===== config.mk =====
export PLATFORM = sky130hd
export DESIGN_NAME = analog_key_filter_hysteresis
export DESIGN_NICKNAME = d
export VERILOG_FILES = /design/src/sv/akf_pkg.sv /design/src/sv/analog_key_filter_hysteresis.sv /design/src/sv/akf_ram.sv /design/src/sv/akf_cfg_regs.sv /design/src/sv/akf_update.sv
export SDC_FILE = /design/constraint.sdc
export NUM_CORES = 2
export LEC_CHECK = 0
export BUFFER_PORTS_ARGS = -buffer_cell sky130_fd_sc_hd__buf_2
export CORE_MARGIN = 1.5
export CORE_UTILIZATION = 30
export DETAILED_ROUTE_END_ITERATION = 12
export SLEW_MARGIN = 20
export SYNTH_ARGS = -nofsm -noshare
export SYNTH_HDL_FRONTEND = slang
export SYNTH_SLANG_ARGS = --single-unit

===== constraint.sdc =====
create_clock -name aclk -period 19.4 [get_ports aclk]
set_clock_uncertainty 0.1 [all_clocks]
set_input_delay 0.97 -clock aclk [delete_from_list [all_inputs] [get_ports aclk]]
set_output_delay 0.97 -clock aclk [all_outputs]
set_load 0.01 [all_outputs]

===== src/sv/akf_pkg.sv =====
// Package for the analog key filter: sizes, register codes and word types.
// Used by every module of the block except akf_ram; depends on nothing.

package akf_pkg;

    localparam int KEY_COUNT   = 64;
    localparam int SAMPLE_BITS = 12;

    localparam int KEY_W     = 6;
    localparam int FIELD_W   = 12;
    localparam int Q8_BITS   = 8;
    localparam int LEVEL_W   = SAMPLE_BITS;
    localparam int AVG_W     = SAMPLE_BITS + Q8_BITS;
    localparam int MEM_W     = AVG_W + 1;
    localparam int ADDR_W    = (KEY_COUNT > 1) ? $clog2(KEY_COUNT) : 1;
    localparam int SHIFT_W   = 4;
    localparam int CFG_IDX_W = 3;

    localparam logic [SHIFT_W-1:0] MAX_SHIFT = SHIFT_W'(8);

    localparam logic OP_UPDATE = 1'b0;
    localparam logic OP_PRESET = 1'b1;

    typedef enum logic [CFG_IDX_W-1:0] {
        CFG_SMOOTH_SHIFT      = 3'd0,
        CFG_RELEASED_LEVEL    = 3'd1,
        CFG_PRESSED_LEVEL     = 3'd2,
        CFG_PRESS_THRESHOLD   = 3'd3,
        CFG_RELEASE_THRESHOLD = 3'd4
    } akf_cfg_idx_t;

    typedef struct packed {
        logic [SHIFT_W-1:0] smooth_shift;
        logic [FIELD_W-1:0] released_level;
        logic [FIELD_W-1:0] pressed_level;
        logic [FIELD_W-1:0] press_threshold;
        logic [FIELD_W-1:0] release_threshold;
    } akf_cfg_t;

    typedef struct packed {
        logic               opcode;
        logic [KEY_W-1:0]   key_index;
        logic [FIELD_W-1:0] sample;
    } akf_in_t;

    typedef struct packed {
        logic [KEY_W-1:0]   key_out;
        logic [FIELD_W-1:0] filtered_level;
        logic               pressed;
        logic               changed;
    } akf_out_t;

endpackage


===== src/sv/analog_key_filter_hysteresis.sv =====
// Top level of the per-key analog filter with hysteresis.
// Depends on akf_pkg, akf_ram, akf_cfg_regs and akf_update.
//
//   Channel   Ports                                       Direction  Word
//   input     s_valid s_ready s_data                      in         akf_in_t
//   result    m_valid m_ready m_data                      out        akf_out_t
//   config    cfg_valid cfg_ready cfg_index cfg_data      in         index + data
//
// One word per cycle is sustained while m_ready stays high; each accepted word passes
// through the update stage into the output register. The rate is set by the
// read-modify-write of the state RAM, with the previous write forwarded when the same
// key follows. Reset clears the per-key valid bits; no clearing pass is run.
// A stalled result holds the output register while one more word waits in the
// update stage; input ready then drops.

module analog_key_filter_hysteresis import akf_pkg::*; (
    input  logic                 aclk,
    input  logic                 aresetn,
    input  logic                 s_valid,
    output logic                 s_ready,
    input  akf_in_t              s_data,
    output logic                 m_valid,
    input  logic                 m_ready,
    output akf_out_t             m_data,
    input  logic                 cfg_valid,
    output logic                 cfg_ready,
    input  logic [CFG_IDX_W-1:0] cfg_index,
    input  logic [FIELD_W-1:0]   cfg_data
);

    akf_cfg_t cfg;

    logic               s_acc;
    logic               st1_adv;
    logic               in_range;
    logic [ADDR_W-1:0]  rd_addr;
    logic [ADDR_W-1:0]  st1_addr;
    logic               wr_en;
    logic [MEM_W-1:0]   ram_rdata;
    logic [MEM_W-1:0]   cur_word;
    logic [MEM_W-1:0]   next_word;
    logic [FIELD_W-1:0] upd_level;
    logic               upd_pressed;
    logic               upd_changed;
    logic               fwd_hit;

    logic               st1_valid_reg;
    logic               st1_valid_next;
    logic               st1_op_reg;
    logic [KEY_W-1:0]   st1_key_reg;
    logic [FIELD_W-1:0] st1_sample_reg;
    logic               st1_in_range_reg;
    logic               st1_entry_vld_reg;

    logic               fwd_valid_reg;
    logic               fwd_valid_next;
    logic [ADDR_W-1:0]  fwd_addr_reg;
    logic [MEM_W-1:0]   fwd_data_reg;

    logic [KEY_COUNT-1:0] entry_valid_reg;
    logic [KEY_COUNT-1:0] entry_valid_next;

    logic               m_valid_reg;
    logic               m_valid_next;
    akf_out_t           m_data_reg;
    akf_out_t           m_data_next;

    akf_cfg_regs u_cfg (
        .aclk      (aclk),
        .aresetn   (aresetn),
        .cfg_valid (cfg_valid),
        .cfg_ready (cfg_ready),
        .cfg_index (cfg_index),
        .cfg_data  (cfg_data),
        .cfg       (cfg)
    );

    assign st1_adv  = st1_valid_reg & (~m_valid_reg | m_ready);
    assign s_ready  = ~st1_valid_reg | st1_adv;
    assign s_acc    = s_valid & s_ready;
    assign in_range = 32'(s_data.key_index) < KEY_COUNT;
    assign rd_addr  = ADDR_W'(s_data.key_index);
    assign st1_addr = ADDR_W'(st1_key_reg);
    assign wr_en    = st1_adv & st1_in_range_reg;

    akf_ram #(
        .WIDTH (MEM_W),
        .DEPTH (KEY_COUNT)
    ) u_state_ram (
        .aclk  (aclk),
        .we    (wr_en),
        .waddr (st1_addr),
        .wdata (next_word),
        .re    (s_acc & in_range),
        .raddr (rd_addr),
        .rdata (ram_rdata)
    );

    always_comb begin
        fwd_hit = fwd_valid_reg && (fwd_addr_reg == st1_addr);
        if (fwd_hit) begin
            cur_word = fwd_data_reg;
        end else if (st1_entry_vld_reg) begin
            cur_word = ram_rdata;
        end else begin
            cur_word = '0;
        end
    end

    akf_update u_update (
        .cfg       (cfg),
        .opcode    (st1_op_reg),
        .sample    (st1_sample_reg),
        .cur_word  (cur_word),
        .next_word (next_word),
        .level     (upd_level),
        .pressed   (upd_pressed),
        .changed   (upd_changed)
    );

    always_comb begin
        st1_valid_next = st1_valid_reg;
        if (s_acc) begin
            st1_valid_next = 1'b1;
        end else if (st1_adv) begin
            st1_valid_next = 1'b0;
        end

        fwd_valid_next = s_acc ? wr_en : fwd_valid_reg;

        entry_valid_next = entry_valid_reg;
        if (wr_en) begin
            entry_valid_next[st1_addr] = 1'b1;
        end

        m_valid_next = m_valid_reg;
        if (st1_adv) begin
            m_valid_next = 1'b1;
        end else if (m_ready) begin
            m_valid_next = 1'b0;
        end

        m_data_next.key_out        = st1_key_reg;
        m_data_next.filtered_level = st1_in_range_reg ? upd_level : '0;
        m_data_next.pressed        = st1_in_range_reg & upd_pressed;
        m_data_next.changed        = st1_in_range_reg & upd_changed;
    end

    always_ff @(posedge aclk) begin
        if (!aresetn) begin
            st1_valid_reg   <= 1'b0;
            fwd_valid_reg   <= 1'b0;
            entry_valid_reg <= '0;
            m_valid_reg     <= 1'b0;
        end else begin
            st1_valid_reg   <= st1_valid_next;
            fwd_valid_reg   <= fwd_valid_next;
            entry_valid_reg <= entry_valid_next;
            m_valid_reg     <= m_valid_next;
        end
    end

    always_ff @(posedge aclk) begin
        if (s_acc) begin
            st1_op_reg        <= s_data.opcode;
            st1_key_reg       <= s_data.key_index;
            st1_sample_reg    <= s_data.sample;
            st1_in_range_reg  <= in_range;
            st1_entry_vld_reg <= entry_valid_reg[rd_addr];
            fwd_addr_reg      <= st1_addr;
            fwd_data_reg      <= next_word;
        end
        if (st1_adv) begin
            m_data_reg <= m_data_next;
        end
    end

    assign m_valid = m_valid_reg;
    assign m_data  = m_data_reg;

`ifndef ASSERT_OFF
    a_write_marks_valid: assert property (@(posedge aclk) disable iff (!aresetn)
        wr_en |=> entry_valid_reg[$past(st1_addr)])
        else $error("State word written but its entry is not marked valid.");

    a_no_overrun: assert property (@(posedge aclk) disable iff (!aresetn)
        (st1_valid_reg && m_valid_reg && !m_ready) |-> !s_ready)
        else $error("Input taken while both pipeline stages are blocked.");

    a_result_from_stage: assert property (@(posedge aclk) disable iff (!aresetn)
        $rose(m_valid_reg) |-> $past(st1_valid_reg))
        else $error("Result produced without a word in the update stage.");
`endif

endmodule


===== src/sv/akf_ram.sv =====
// Generic single-port-write, single-port-read RAM with registered read data.
// Stand-alone; no package needed.

module akf_ram #(
    parameter int WIDTH = 8,
    parameter int DEPTH = 16
) (
    input  logic                                        aclk,
    input  logic                                        we,
    input  logic [((DEPTH > 1) ? $clog2(DEPTH) : 1)-1:0] waddr,
    input  logic [WIDTH-1:0]                            wdata,
    input  logic                                        re,
    input  logic [((DEPTH > 1) ? $clog2(DEPTH) : 1)-1:0] raddr,
    output logic [WIDTH-1:0]                            rdata
);

    logic [WIDTH-1:0] mem_reg [DEPTH];
    logic [WIDTH-1:0] rdata_reg;

    always_ff @(posedge aclk) begin
        if (we) begin
            mem_reg[waddr] <= wdata;
        end
        if (re) begin
            rdata_reg <= mem_reg[raddr];
        end
    end

    assign rdata = rdata_reg;

endmodule


===== src/sv/akf_cfg_regs.sv =====
// Configuration register file of the key filter, written one word at a time.
// Depends on akf_pkg for the register codes and the settings struct.

module akf_cfg_regs import akf_pkg::*; (
    input  logic                 aclk,
    input  logic                 aresetn,
    input  logic                 cfg_valid,
    output logic                 cfg_ready,
    input  logic [CFG_IDX_W-1:0] cfg_index,
    input  logic [FIELD_W-1:0]   cfg_data,
    output akf_cfg_t             cfg
);

    akf_cfg_t cfg_reg;
    akf_cfg_t cfg_next;

    assign cfg_ready = 1'b1;

    always_comb begin
        cfg_next = cfg_reg;
        if (cfg_valid) begin
            unique case (cfg_index)
                CFG_SMOOTH_SHIFT:      cfg_next.smooth_shift      = cfg_data[SHIFT_W-1:0];
                CFG_RELEASED_LEVEL:    cfg_next.released_level    = cfg_data;
                CFG_PRESSED_LEVEL:     cfg_next.pressed_level     = cfg_data;
                CFG_PRESS_THRESHOLD:   cfg_next.press_threshold   = cfg_data;
                CFG_RELEASE_THRESHOLD: cfg_next.release_threshold = cfg_data;
                default:               cfg_next = cfg_reg;
            endcase
        end
    end

    always_ff @(posedge aclk) begin
        if (!aresetn) begin
            cfg_reg.smooth_shift      <= SHIFT_W'(2);
            cfg_reg.released_level    <= FIELD_W'(0);
            cfg_reg.pressed_level     <= FIELD_W'(4095);
            cfg_reg.press_threshold   <= FIELD_W'(2400);
            cfg_reg.release_threshold <= FIELD_W'(2000);
        end else begin
            cfg_reg <= cfg_next;
        end
    end

    assign cfg = cfg_reg;

endmodule


===== src/sv/akf_update.sv =====
// Moving-average update and hysteresis decision for one key word.
// Depends on akf_pkg for widths, opcodes and the settings struct.

module akf_update import akf_pkg::*; (
    input  akf_cfg_t           cfg,
    input  logic               opcode,
    input  logic [FIELD_W-1:0] sample,
    input  logic [MEM_W-1:0]   cur_word,
    output logic [MEM_W-1:0]   next_word,
    output logic [FIELD_W-1:0] level,
    output logic               pressed,
    output logic               changed
);

    logic [AVG_W-1:0]        cur_avg;
    logic [AVG_W-1:0]        target;
    logic [AVG_W-1:0]        next_avg;
    logic [AVG_W:0]          sum;
    logic signed [AVG_W:0]   diff;
    logic signed [AVG_W:0]   step;
    logic [SHIFT_W-1:0]      shift;
    logic [LEVEL_W-1:0]      lvl_sample;
    logic [LEVEL_W-1:0]      new_level;
    logic                    was_down;
    logic                    after;
    logic                    normal;
    logic                    hit_press;
    logic                    hit_release;

    always_comb begin
        cur_avg    = cur_word[AVG_W-1:0];
        was_down   = cur_word[AVG_W];
        shift      = (cfg.smooth_shift > MAX_SHIFT) ? MAX_SHIFT : cfg.smooth_shift;
        lvl_sample = LEVEL_W'(sample);
        target     = {lvl_sample, {Q8_BITS{1'b0}}};
        diff       = $signed({1'b0, target}) - $signed({1'b0, cur_avg});
        step       = diff >>> shift;
        sum        = {1'b0, cur_avg} + $unsigned(step);

        if (opcode == OP_PRESET) begin
            next_avg = AVG_W'({cfg.released_level, {Q8_BITS{1'b0}}});
        end else begin
            next_avg = sum[AVG_W-1:0];
        end
        new_level = next_avg[AVG_W-1:Q8_BITS];

        normal = cfg.pressed_level >= cfg.released_level;
        if (normal) begin
            hit_press   = 32'(new_level) >= 32'(cfg.press_threshold);
            hit_release = 32'(new_level) <= 32'(cfg.release_threshold);
        end else begin
            hit_press   = 32'(new_level) <= 32'(cfg.press_threshold);
            hit_release = 32'(new_level) >= 32'(cfg.release_threshold);
        end

        if (opcode == OP_PRESET) begin
            after = 1'b0;
        end else if (!was_down) begin
            after = hit_press;
        end else begin
            after = !hit_release;
        end
    end

    assign next_word = {after, next_avg};
    assign level     = FIELD_W'(new_level);
    assign pressed   = after;
    assign changed   = was_down ^ after;

endmodule


==> metrics.yaml <==
status: "finished clean"
die_h_um: 458
die_w_um: 458
grt_overflow: 0
hold_violations: 0
clkSinkCount: 1551
crit_required_ps: 19790
grt_max_degree: 123
cpMostUsedCell: "a21oi_1"
whs_ps: 257
relSlewSlack_pct: 27.0
cts-root-buf: "clkbuf_16"
numCtsBuffers: 162
layout_common_cells: "edfxtp_1, mux4_2, nand2_1, clkbuf_16, dfxtp_1"
gp_congestion: 0.883
fmax_mhz: 94.0
ys_ff_latch: 1551
rows: 166
drive_gt1_share_pct: 28.2
dieArea_sq_um: 210000
slew_violations: 0
r2r_start: "st1_addr[3]"
syn2layout_area_growth_pct: 15.0
reg2regPathDepth: 36
setup_slack_ps: 8760
synth_compound_area_share_pct: 3.53
synth_edf_count: 1432
slowest_stage: "nor3_1"
synth_cells: 3087
grt_use_met2_pct: 24.3
grt_pass1_vias: 31000
wire_per_inst_um: 25.5
min_path_cells: 1
endpoint_kind: "register"
ir_drop_mv: 0.0869
cts_setup_buffers: 0
cts.reportedPaths.clkPinSlew_ps: 70
yosysWarningCount: 0
cp-start-kind: "register"
drtPass1Iterations: 5
worstHoldStart: "s_data[18]"
timing.setup.tns_ps: 0
start_util_pct: 30.3
num-nets-final: 3370
synth-simple-area-share_pct: 2.91
synthMuxAreaShare_pct: 17.3
viasPerCell: 5.08
drc: 0
track_usage_pct: 14.7
worstSetupStartpoint: "st1_addr[3]"
vias: 30900
synthXorXnorAreaFrac_pct: 0.493
final_common_cell: "edfxtp_1"
ios: 62
powerDensity_nw_per_um2: 106
synth_top_family_by_area: "multiplexers"
cp_max_fo: 68
use_met3_pct: 2.46
crit_type: "register to register"
top_usage_layer: "met2"
syn-num-nets: 3196
tightest_slew_ps: 1090
period_needed_ps: 10640
cp.arrival_ps: 11030
ys.flop_type: "edfxtp_1"
htree_levels: 4
hold_buffers: 0
synth_area_per_cell_sq_um: 20.1
synth-adder-area-share_pct: 1.42
grt_pass1_wl_um: 223000
netlist-cell-type-count: 75
largest_reg_flops: 1344
drtIter0Drc: 3074
min_period_over_period_pct: 54.8
worst_hold_path.endpoint: "st1_op_reg"
wirelength_um: 155000
hp-class: "input pin to register"
dp_slack_ps: 9040
clk_latency_ps: 800
leakagePower_uw: 0.0228
grt_antenna_before_repair: 7
grt.met1_usage_pct: 19.7
clockBufferDepth: 3
antenna_left: 0
synth_seq_area_share_pct: 73.0
r2r_slack_ps: 8760
netlist_area_sq_um: 62100
cts_tree: "yes"
rsz0062_at_grt: "false"
r2r-end: "u_state_ram.mem_reg[18][20]"
max_cap_viol_count: 0
dp_hpwl_um: 86600
cpPeakStageDelay_ps: 790
async_flop_share_pct: 0
design.core.area_sq_um: 205000
setup_viol: 0
numPortBuffers: 60
cts_resized: 0
-- layout make-up --
class	count	area [sq um]
Clock inverter	76	691
Sequential cell	1551	45400
Clock buffer	212	4330
Timing Repair Buffer	162	1140
Multi-Input combinational cell	1319	16300
Fill cell	18900	134000
Antenna cell	9	22.5
Inverter	65	245
Tap cell	2688	3360
-- through the flow --
stage          power (uW)  cell area [sq um]  instances  util [%]
2_1_floorplan        4410              62100       3087         -
3_3_place_gp         4700              66400       5785      32.4
3_5_place_dp         4720              66400       5785      32.4
4_1_cts              7680              71400       6073      34.8
5_1_grt              7850              71400       6074      34.8
6_report             7600              71500       6082      34.8
-- kinds of logic (layout without fill, tap and decap cells) --
| kind of cell | after synthesis | count (layout) |
|---|---|---|
| AO/OA/AOI/OAI | 312 | 312 |
| XOR/XNOR | 35 | 35 |
| adder cells (fa/ha/maj) | 70 | 70 |
| buffers and inverters | 217 | 515 |
| flip-flops | 1551 | 1551 |
| multiplexers | 494 | 494 |
| other | 1 | 10 |
| AND/OR/NAND/NOR | 407 | 407 |
-- worst max-delay path, delay by kind of cell (launching register included) --
family          cells  cell delay, ps
fa+ha+maj           3             960
simple gates        9            2400
buf+inv             2             880
mux                 3             770
xor+xnor            1             220
flops               1             540
compound gates     18            4430
-- Yosys cell counts (24+ instances only) --
cell / count / area share [%]
edfxtp_1: 1432 / 69
o21ai_0: 51 / 0.41
nor2_1: 112 / 0.68
a21boi_0: 29 / 0.35
dfxtp_1: 119 / 3.8
inv_1: 65 / 0.39
nand2_1: 181 / 1.1
ha_1: 69 / 1.4
a21oi_1: 54 / 0.43
mux2i_1: 27 / 0.43
nand3_1: 30 / 0.24
o21a_1: 76 / 0.92
a21o_1: 24 / 0.29
buf_1: 30 / 0.18
clkbuf_1: 119 / 0.72
mux4_2: 462 / 17
-- report_power, final --
group	total, uW	internal, uW	switching, uW
logic	739	218	521
registers	3900	3880	16.2
clock network	2970	1710	1260
total	7600	5810	1800
-- routing by layer --
metal	vias to the layer above	share of wire, %
li1	13100	-
met1	16600	42
met2	1025	49
met3	225	6.0
met4	2	2.8
met5	-	0.0084
-- how the worst max path moves through the flow --
stage                                              to  slack [ps]  cells past startpoint
after floorplan                      fwd_data_reg[20]        4540                     38
after global placement    u_state_ram.mem_reg[28][20]        9320                     40
after detailed placement  u_state_ram.mem_reg[28][20]        9040                     36
after CTS                 u_state_ram.mem_reg[28][20]        8940                     36
after global routing      u_state_ram.mem_reg[16][20]        8150                     36
final                     u_state_ram.mem_reg[18][20]        8760                     36
No activity file was read; power rests on OpenSTA's default activity.
